### src/rtl/mdbr_pkg.sv
// ----------------------------------------------------------------------------
// mdbr_pkg
// Shared types and codes for the MIPS32 decode and branch resolve stage:
// opcode and function codes, ALU operation codes and the beat layouts.
// ----------------------------------------------------------------------------
package mdbr_pkg;

  // primary opcodes
  localparam logic [5:0] OP_SPECIAL  = 6'h00;
  localparam logic [5:0] OP_REGIMM   = 6'h01;
  localparam logic [5:0] OP_J        = 6'h02;
  localparam logic [5:0] OP_JAL      = 6'h03;
  localparam logic [5:0] OP_BEQ      = 6'h04;
  localparam logic [5:0] OP_BNE      = 6'h05;
  localparam logic [5:0] OP_BLEZ     = 6'h06;
  localparam logic [5:0] OP_BGTZ     = 6'h07;
  localparam logic [5:0] OP_ADDI     = 6'h08;
  localparam logic [5:0] OP_ADDIU    = 6'h09;
  localparam logic [5:0] OP_SLTI     = 6'h0A;
  localparam logic [5:0] OP_SLTIU    = 6'h0B;
  localparam logic [5:0] OP_ANDI     = 6'h0C;
  localparam logic [5:0] OP_ORI      = 6'h0D;
  localparam logic [5:0] OP_XORI     = 6'h0E;
  localparam logic [5:0] OP_LUI      = 6'h0F;
  localparam logic [5:0] OP_SPECIAL3 = 6'h1F;
  localparam logic [5:0] OP_LB       = 6'h20;
  localparam logic [5:0] OP_LH       = 6'h21;
  localparam logic [5:0] OP_LW       = 6'h23;
  localparam logic [5:0] OP_LBU      = 6'h24;
  localparam logic [5:0] OP_LHU      = 6'h25;
  localparam logic [5:0] OP_SB       = 6'h28;
  localparam logic [5:0] OP_SH       = 6'h29;
  localparam logic [5:0] OP_SW       = 6'h2B;

  // SPECIAL function codes
  localparam logic [5:0] FN_SLL  = 6'h00;
  localparam logic [5:0] FN_SRL  = 6'h02;
  localparam logic [5:0] FN_JR   = 6'h08;
  localparam logic [5:0] FN_MOVZ = 6'h0A;
  localparam logic [5:0] FN_MOVN = 6'h0B;
  localparam logic [5:0] FN_ADD  = 6'h20;
  localparam logic [5:0] FN_ADDU = 6'h21;
  localparam logic [5:0] FN_SUB  = 6'h22;
  localparam logic [5:0] FN_SUBU = 6'h23;
  localparam logic [5:0] FN_AND  = 6'h24;
  localparam logic [5:0] FN_OR   = 6'h25;
  localparam logic [5:0] FN_XOR  = 6'h26;
  localparam logic [5:0] FN_NOR  = 6'h27;
  localparam logic [5:0] FN_SLT  = 6'h2A;
  localparam logic [5:0] FN_SLTU = 6'h2B;

  // SPECIAL3 byte shuffle
  localparam logic [5:0] FN_BSHFL = 6'h20;
  localparam logic [4:0] SH_SEB   = 5'h10;
  localparam logic [4:0] SH_SEH   = 5'h18;

  // fixed indices and amounts
  localparam logic [4:0] LINK_REG  = 5'd31;
  localparam logic [4:0] LUI_SHIFT = 5'd16;

  // input beat width, rounded up to whole bytes
  localparam int unsigned IN_TDATA_W  = 176;
  localparam int unsigned OUT_TDATA_W = 128;

  typedef enum logic [3:0] {
    ALU_ADD  = 4'd0,
    ALU_ADDU = 4'd1,
    ALU_AND  = 4'd2,
    ALU_MOVZ = 4'd3,
    ALU_MOVN = 4'd4,
    ALU_NOR  = 4'd5,
    ALU_OR   = 4'd6,
    ALU_SLL  = 4'd7,
    ALU_SRL  = 4'd8,
    ALU_SLT  = 4'd9,
    ALU_SLTU = 4'd10,
    ALU_SUB  = 4'd11,
    ALU_SUBU = 4'd12,
    ALU_XOR  = 4'd13,
    ALU_SEB  = 4'd14,
    ALU_SEH  = 4'd15
  } alu_op_e;

  // control bits, msb first
  typedef struct packed {
    logic taken;
    logic jump;
    logic memwrite;
    logic memread;
    logic regwrite;
    logic memtoreg;
    logic alusrc;
    logic regdst;
  } ctrl_t;

  // input instruction, first field in the top bits
  typedef struct packed {
    logic        [31:0] rt_value;
    logic        [31:0] rs_value;
    logic        [31:0] pc_next;
    logic        [25:0] jump_target;
    logic signed [15:0] immediate;
    logic        [5:0]  func;
    logic        [4:0]  shamt;
    logic        [4:0]  rd_index;
    logic        [4:0]  rt_index;
    logic        [4:0]  rs_index;
    logic        [5:0]  opcode;
  } instr_t;

  // decoded beat, first field in the top bits
  typedef struct packed {
    logic    [4:0]  shift_amount;
    logic    [4:0]  rd_out;
    logic    [4:0]  rt_out;
    logic    [4:0]  rs_out;
    logic    [31:0] rt_operand;
    logic    [31:0] rs_operand;
    logic    [31:0] next_pc;
    ctrl_t          control_bits;
    alu_op_e        alu_op;
  } dec_beat_t;

  typedef struct packed {
    logic      illegal;
    dec_beat_t beat;
  } dec_result_t;

endpackage

### src/rtl/mdbr_decode.sv
// ----------------------------------------------------------------------------
// mdbr_decode
// Combinational decode of one instruction: ALU operation, control bits,
// index overrides, branch condition and next PC selection.
// ----------------------------------------------------------------------------
module mdbr_decode
  import mdbr_pkg::*;
(
  input  instr_t      instr_i,
  output dec_result_t result_o
);

  alu_op_e     op;
  ctrl_t       cb;
  logic        ok;
  logic        is_jr;
  logic        is_jabs;
  logic        taken;
  logic        rs_neg;
  logic        rs_zero;
  logic [4:0]  rs_idx;
  logic [4:0]  rt_idx;
  logic [4:0]  rd_idx;
  logic [4:0]  sh;
  logic [31:0] br_offset;
  logic [31:0] npc;

  assign rs_neg    = instr_i.rs_value[31];
  assign rs_zero   = (instr_i.rs_value == 32'd0);
  assign br_offset = {{14{instr_i.immediate[15]}}, instr_i.immediate, 2'b00};

  // opcode and function decode
  always_comb begin
    op      = ALU_ADD;
    cb      = '0;
    ok      = 1'b1;
    is_jr   = 1'b0;
    is_jabs = 1'b0;
    taken   = 1'b0;
    rs_idx  = instr_i.rs_index;
    rt_idx  = instr_i.rt_index;
    rd_idx  = instr_i.rd_index;
    sh      = instr_i.shamt;
    unique case (instr_i.opcode) inside
      OP_SPECIAL: begin
        cb.regdst   = 1'b1;
        cb.regwrite = 1'b1;
        unique case (instr_i.func)
          FN_ADD:  op = ALU_ADD;
          FN_ADDU: op = ALU_ADDU;
          FN_AND:  op = ALU_AND;
          FN_JR: begin
            op          = ALU_ADD;
            is_jr       = 1'b1;
            cb.regwrite = 1'b0;
            cb.jump     = 1'b1;
          end
          FN_MOVZ: op = ALU_MOVZ;
          FN_MOVN: op = ALU_MOVN;
          FN_NOR:  op = ALU_NOR;
          FN_OR:   op = ALU_OR;
          FN_SLL:  op = ALU_SLL;
          FN_SRL:  op = ALU_SRL;
          FN_SLT:  op = ALU_SLT;
          FN_SLTU: op = ALU_SLTU;
          FN_SUB:  op = ALU_SUB;
          FN_SUBU: op = ALU_SUBU;
          FN_XOR:  op = ALU_XOR;
          default: ok = 1'b0;
        endcase
      end
      OP_LB, OP_LH, OP_LW, OP_LBU, OP_LHU: begin
        op          = ALU_ADDU;
        cb.alusrc   = 1'b1;
        cb.memtoreg = 1'b1;
        cb.regwrite = 1'b1;
        cb.memread  = 1'b1;
      end
      OP_SB, OP_SH, OP_SW: begin
        op          = ALU_ADDU;
        cb.alusrc   = 1'b1;
        cb.memwrite = 1'b1;
      end
      OP_BEQ: begin
        op    = ALU_SUB;
        taken = (instr_i.rs_value == instr_i.rt_value);
      end
      OP_BNE: begin
        op    = ALU_SUB;
        taken = (instr_i.rs_value != instr_i.rt_value);
      end
      OP_REGIMM: begin
        // only BLTZ is defined here
        if (instr_i.rt_index != 5'd0) begin
          ok = 1'b0;
        end else begin
          op    = ALU_SUB;
          taken = rs_neg;
        end
      end
      OP_BGTZ: begin
        op    = ALU_SUB;
        taken = !rs_neg && !rs_zero;
      end
      OP_BLEZ: begin
        op    = ALU_SUB;
        taken = rs_neg || rs_zero;
      end
      OP_ADDI, OP_ADDIU, OP_ANDI, OP_ORI, OP_SLTI, OP_SLTIU, OP_XORI, OP_LUI: begin
        cb.alusrc   = 1'b1;
        cb.regwrite = 1'b1;
        unique case (instr_i.opcode)
          OP_ADDI:  op = ALU_ADD;
          OP_ADDIU: op = ALU_ADDU;
          OP_ANDI:  op = ALU_AND;
          OP_ORI:   op = ALU_OR;
          OP_SLTI:  op = ALU_SLT;
          OP_SLTIU: op = ALU_SLTU;
          OP_XORI:  op = ALU_XOR;
          default: begin
            // lui is a shift left by sixteen
            op = ALU_SLL;
            sh = LUI_SHIFT;
          end
        endcase
      end
      OP_J, OP_JAL: begin
        op          = ALU_ADDU;
        cb.regdst   = 1'b1;
        cb.regwrite = 1'b1;
        cb.jump     = 1'b1;
        is_jabs     = 1'b1;
        rs_idx      = 5'd0;
        rt_idx      = 5'd0;
        rd_idx      = (instr_i.opcode == OP_JAL) ? LINK_REG : 5'd0;
      end
      OP_SPECIAL3: begin
        cb.regdst   = 1'b1;
        cb.regwrite = 1'b1;
        if (instr_i.func == FN_BSHFL && instr_i.shamt == SH_SEB) begin
          op = ALU_SEB;
        end else if (instr_i.func == FN_BSHFL && instr_i.shamt == SH_SEH) begin
          op = ALU_SEH;
        end else begin
          ok = 1'b0;
        end
      end
      default: ok = 1'b0;
    endcase

    // undefined encodings write nothing and never redirect
    if (!ok) begin
      op      = ALU_ADD;
      cb      = '0;
      taken   = 1'b0;
      is_jr   = 1'b0;
      is_jabs = 1'b0;
    end
    cb.taken = taken;
  end

  // next pc selection
  always_comb begin
    if (is_jabs) begin
      npc = {instr_i.pc_next[31:28], instr_i.jump_target, 2'b00};
    end else if (is_jr) begin
      npc = instr_i.rs_value;
    end else begin
      npc = instr_i.pc_next + br_offset;
    end
  end

  // result assembly, j and jal pass the link address as second operand
  always_comb begin
    result_o.illegal           = !ok;
    result_o.beat.alu_op       = op;
    result_o.beat.control_bits = cb;
    result_o.beat.next_pc      = npc;
    result_o.beat.rs_operand   = is_jabs ? 32'd0 : instr_i.rs_value;
    result_o.beat.rt_operand   = is_jabs ? instr_i.pc_next : instr_i.rt_value;
    result_o.beat.rs_out       = rs_idx;
    result_o.beat.rt_out       = rt_idx;
    result_o.beat.rd_out       = rd_idx;
    result_o.beat.shift_amount = sh;
  end

endmodule

### src/rtl/mips_decode_branch_resolve_core.sv
// ----------------------------------------------------------------------------
// mips_decode_branch_resolve_core
// MIPS32 decode and branch resolve, one instruction per cycle unless stalled.
// ----------------------------------------------------------------------------
// Each input beat carries one pre-split instruction with PC+4 and both source
// register values; each output beat carries its decoded controls, operands,
// indices and next PC. The core is two register stages: an input register and
// a result register with the decode logic between them. It takes one beat per
// cycle unless the output stalls; a beat goes via the input then the result
// register. A stalled output only holds off the input once both are full.
// Undefined encodings come out with tuser set and all control bits clear.
module mips_decode_branch_resolve_core
  import mdbr_pkg::*;
(
  input  logic                   clk_i,
  input  logic                   rst_ni,
  // low to high: opcode, rs_index, rt_index, rd_index, shamt, func, immediate,
  // jump_target, pc_next, rs_value, rt_value, zero padding
  input  logic [IN_TDATA_W-1:0]  s_axis_tdata_i,
  input  logic                   s_axis_tvalid_i,
  output logic                   s_axis_tready_o,
  // low to high: alu_op, control_bits, next_pc, rs_operand, rt_operand,
  // rs_out, rt_out, rd_out, shift_amount
  output logic [OUT_TDATA_W-1:0] m_axis_tdata_o,
  // illegal
  output logic                   m_axis_tuser_o,
  output logic                   m_axis_tvalid_o,
  input  logic                   m_axis_tready_i
);

  logic        in_valid_q;
  instr_t      in_data_q;
  logic        out_valid_q;
  dec_result_t out_data_q;
  dec_result_t dec_result;
  logic        out_advance;
  logic        in_advance;

  // handshake: each stage moves when the next one has room
  assign out_advance     = !out_valid_q || m_axis_tready_i;
  assign in_advance      = !in_valid_q || out_advance;
  assign s_axis_tready_o = in_advance;

  // input register
  always_ff @(posedge clk_i or negedge rst_ni) begin
    if (!rst_ni) begin
      in_valid_q <= 1'b0;
    end else if (in_advance) begin
      in_valid_q <= s_axis_tvalid_i;
    end
  end

  always_ff @(posedge clk_i) begin
    if (in_advance && s_axis_tvalid_i) begin
      in_data_q <= instr_t'(s_axis_tdata_i[$bits(instr_t)-1:0]);
    end
  end

  mdbr_decode u_decode (
    .instr_i  (in_data_q),
    .result_o (dec_result)
  );

  // result register
  always_ff @(posedge clk_i or negedge rst_ni) begin
    if (!rst_ni) begin
      out_valid_q <= 1'b0;
    end else if (out_advance) begin
      out_valid_q <= in_valid_q;
    end
  end

  always_ff @(posedge clk_i) begin
    if (out_advance && in_valid_q) begin
      out_data_q <= dec_result;
    end
  end

  assign m_axis_tvalid_o = out_valid_q;
  assign m_axis_tdata_o  = out_data_q.beat;
  assign m_axis_tuser_o  = out_data_q.illegal;

endmodule
### config.mk
export PLATFORM = sky130hd
export DESIGN_NAME = mips_decode_branch_resolve_core
export DESIGN_NICKNAME = d
export VERILOG_FILES = /design/src/rtl/mdbr_pkg.sv /design/src/rtl/mdbr_decode.sv /design/src/rtl/mips_decode_branch_resolve_core.sv
export SDC_FILE = /design/constraint.sdc
export NUM_CORES = 1
export LEC_CHECK = 0
export ABC_CLOCK_PERIOD_IN_PS = 4700
export BUFFER_PORTS_ARGS = -buffer_cell sky130_fd_sc_hd__buf_2
export CORE_MARGIN = 2
export CORE_UTILIZATION = 55
export CTS_BUF_LIST = sky130_fd_sc_hd__clkbuf_4
export CTS_CLUSTER_DIAMETER = 100
export DETAILED_ROUTE_END_ITERATION = 7
export MAX_ROUTING_LAYER = met4
export PLACE_DENSITY = 0.82
export SYNTH_ARGS = -nofsm -noshare
export SYNTH_HDL_FRONTEND = slang
export SYNTH_HIERARCHICAL = 1
export SYNTH_SLANG_ARGS = --single-unit
### constraint.sdc
create_clock -name clk_i -period 4.7 [get_ports clk_i]
set_input_delay 0.94 -clock clk_i [delete_from_list [all_inputs] [get_ports clk_i]]
set_output_delay 0.94 -clock clk_i [all_outputs]
set_load 0.02 [all_outputs]
==> results.py <==
metrics = {
    "run_status": {
        "status": "finished, final reports clean",
    },
    "place": {
        "dp_hpwl_mm": 22.8,
        "dpl_cell_area_mm2": 0.0148,
        "dp.cells": 1531,
        "place_congestion": 0.938,
        "portBuffers": 304,
        "place_ws_ns": 1.44,
    },
    "setup_path": {
        "crit_type": "reg2reg",
        "start_kind": "flop",
        "setup.worst_path.start": "in_data_q[47]$_DFFE_PP_",
        "cp-endpoint": "m_axis_tdata_o[43]$_DFFE_PP_",
        "cp_max_fo": 15,
        "r2r_start": "in_data_q[47]$_DFFE_PP_",
        "r2r-end": "m_axis_tdata_o[43]$_DFFE_PP_",
        "r2r_slack_ns": 1.42,
        "crit_path_end_kind": "flop",
        "reg2reg_depth": 10,
        "cp.arrival_ns": 3.80,
        "cp.required_ns": 5.21,
    },
    "power_and_ir_drop": {
        "internal_power_mw": 4.58,
        "seqPwrFrac_pct": 53.6,
        "peakVddDrop_mv": 0.233,
        "leakagePower_nw": 6.36,
        "swShare_pct": 26.3,
        "p_comb_share_pct": 14.1,
        "p_per_area_mw_per_mm2": 398,
        "p_switching_mw": 1.64,
        "p_total_mw": 6.22,
        "p_clk_share_pct": 32.2,
    },
    "timing": {
        "rsz0062_at_grt": "false",
        "max_freq_mhz": 304,
        "period_share_pct": 69.9,
        "finalWorstSetupSlack_ns": 1.42,
        "maxSlewHeadroom_pct": 37.8,
        "setup_viol": 0,
        "finalHoldViolCount": 0,
        "skew_ns": 0.0326,
        "setup_tns_ns": 0,
        "whs_ns": 0.0700,
        "worst_pin_slew_ns": 0.931,
        "fin_crit_ns": 3.28,
        "slew_viol_final": 0,
    },
    "detailed_routing": {
        "drtPass1Iterations": 5,
        "via_per_inst": 5.45,
        "wl_per_cell_um": 19.4,
        "antenna_left": 0,
        "wl_mm": 32.1,
        "vias": 9037,
        "drt-initial-drc-count": 790,
        "drc": 0,
    },
    "synth": {
        "synth_edf_count": 299,
        "syn_inst": 939,
        "synth_flop_cell": "edfxtp_1",
        "synth-seq-cells": 301,
        "synth_top_cell_area_share_pct": 69.4,
        "avgSynthCellArea_um2": 13.8,
        "synth.distinct_cells": 80,
        "synth_nets": 1149,
        "ys_warn_count": 6,
        "syn-cell-area_mm2": 0.0129,
        "synth_top_area_cell": "edfxtp_1",
        "async_flop_share_pct": 0.664,
        "synthTopCellsByArea": "edfxtp_1 (69%), nand2_1 (4.5%), xor2_1 (3.0%)",
        "ys_seq_area_share_pct": 69.8,
    },
    "layout": {
        "fin_nets": 1500,
        "post-route-util_pct": 67.2,
        "area_growth_pct": 20.9,
        "drive_above_1_share_pct": 33.1,
        "stdcell_count": 1658,
        "fin_area_mm2": 0.0156,
        "fillers": 1733,
    },
    "clock_tree": {
        "cts_resized": 0,
        "h-tree-depth": 3,
        "cts_num_sinks": 301,
        "cts_tree": "built",
        "cts_buffers": 76,
        "clkLatencyLatePin_ns": 0.66,
        "cts_root_buf": "clkbuf_4",
        "path_clk_slew_ns": 0.06,
        "postCtsSetupBuffers": 0,
        "cts_hold_buffers": 0,
        "clockBufferDepth": 3,
    },
    "floorplanning": {
        "start_util_pct": 55.6,
        "ios": 311,
        "dieArea_mm2": 0.0248,
        "core-area_mm2": 0.0233,
        "die_height_um": 157,
        "fp-row-count": 56,
        "die_w_um": 157,
    },
    "global_route": {
        "grt_max_degree": 107,
        "antenna_found_initial": 5,
        "grt_pass1_vias": 8713,
        "grt_overflow": 0,
        "grt_usage_pct": 26.4,
        "grt_first_pass_wirelength_mm": 47.0,
    },
    "run": {
        "drv_cap": 0,
    },
    "min_path": {
        "hp-class": "in2async",
    },
}
## per-layer routing
layer	up-vias	track usage, %	wire length [um]	part of all wire (%)
met5	-	-	0	0
met4	0	11.3	1030	3.2
met3	75	5.34	2460	7.7
met2	504	41.0	15700	49
met1	4243	34.3	13000	40
li1	4215	-	-	-
## synthesized netlist by cell type (5+ instances only)
| cell | instances |
|---|---|
| a21o_1 | 13 |
| buf_2 | 5 |
| o21bai_1 | 5 |
| nor4_1 | 18 |
| ha_1 | 29 |
| nand2b_1 | 9 |
| inv_1 | 13 |
| nor3_1 | 10 |
| a21oi_1 | 51 |
| and2_1 | 50 |
| nand4_1 | 12 |
| o21ai_0 | 21 |
| clkbuf_1 | 24 |
| o21a_1 | 5 |
| xor2_1 | 44 |
| nor2_1 | 46 |
| xnor2_1 | 15 |
| nand3_1 | 10 |
| nand2_1 | 155 |
| a31oi_1 | 14 |
| edfxtp_1 | 299 |
## layout make-up
cell class	instances	area (um2)	area share, %
antenna	5	12.5	0.0800
clock buffer	100	751	4.80
clock inverter	22	113	0.720
inverter	13	48.8	0.312
multi-input combinational	586	3680	23.5
sequential	301	9030	57.7
tap	319	399	2.55
timing repair buffer	312	1610	10.3
## state kept, by name, summed over array words and instances (netlist names)
signal	cells
m_axis_tvalid_o	1
m_axis_tdata_o	128
in_valid_q	1
m_axis_tuser_o	1
in_data_q	170
## layout by cell type (no fill, tap or decap), drive strengths merged, types with 3 or more instances in the layout
master	Yosys	routed
a211oi	6	6
inv	13	16
o22ai	4	4
a31oi	14	14
and2	51	51
edfxtp	299	299
o21ai	26	26
buf	11	312
nand3	10	10
nand4	13	13
o21bai	7	7
xor2	44	44
nand2	156	156
o31ai	6	6
a21oi	52	52
nor2	48	48
clkbuf	27	100
diode	0	5
or3	3	3
ha	29	29
nor4	20	20
o211ai	5	5
nor3	10	10
a21o	15	15
clkinv	0	17
xnor2	15	15
nand2b	10	10
o21a	5	5
## worst min-delay path by stage
stage | to | slack (ns) | depth (start not counted)
after floorplan | m_axis_tdata_o[118]$_DFFE_PP_ | 0.50 | 1
after global placement | m_axis_tdata_o[122]$_DFFE_PP_ | 0.50 | 1
after detailed placement | m_axis_tdata_o[122]$_DFFE_PP_ | 0.51 | 1
after CTS | m_axis_tvalid_o$_DFFE_PN0P_ | 0.02 | 1
after global routing | m_axis_tvalid_o$_DFFE_PN0P_ | 0.009 | 1
final | m_axis_tvalid_o$_DFFE_PN0P_ | 0.07 | 1
## cells by family (layout without fill, tap and decap cells)
family | Yosys count | count (layout) | synth area share (%)
adder cells (fa/ha/maj) | 31 | 31 | 3.04
flip-flops | 301 | 301 | 69.8
buffers and inverters | 52 | 447 | 1.95
other | 0 | 5 | 0
AND/OR/NAND/NOR | 333 | 333 | 12.6
XOR/XNOR | 59 | 59 | 3.99
AO/OA/AOI/OAI | 162 | 162 | 8.58
multiplexers | 1 | 1 | 0.0870
## critical path, cell delays in order, from the launching register on
cell and delay, ns:
edfxtp_1 0.77, ha_1 0.44, a21o_1 0.22, a21oi_1 0.29, o211ai_1 0.12, a32oi_1 0.23, o31ai_2 0.13, o41a_1 0.35
xnor2_1 0.16, or3_1 0.35, nand3_1 0.08
## power by group through the flow
stage	Combinational, mW	Sequential, mW	Clock (mW)
floorplan	0.429	3.50	0
detailed placement	0.871	3.39	0
CTS	0.875	3.34	2.06
global route	0.949	3.36	2.18
finish	0.879	3.34	2.01
global placement	0.849	3.38	0
(Power assumes the default switching activity.)
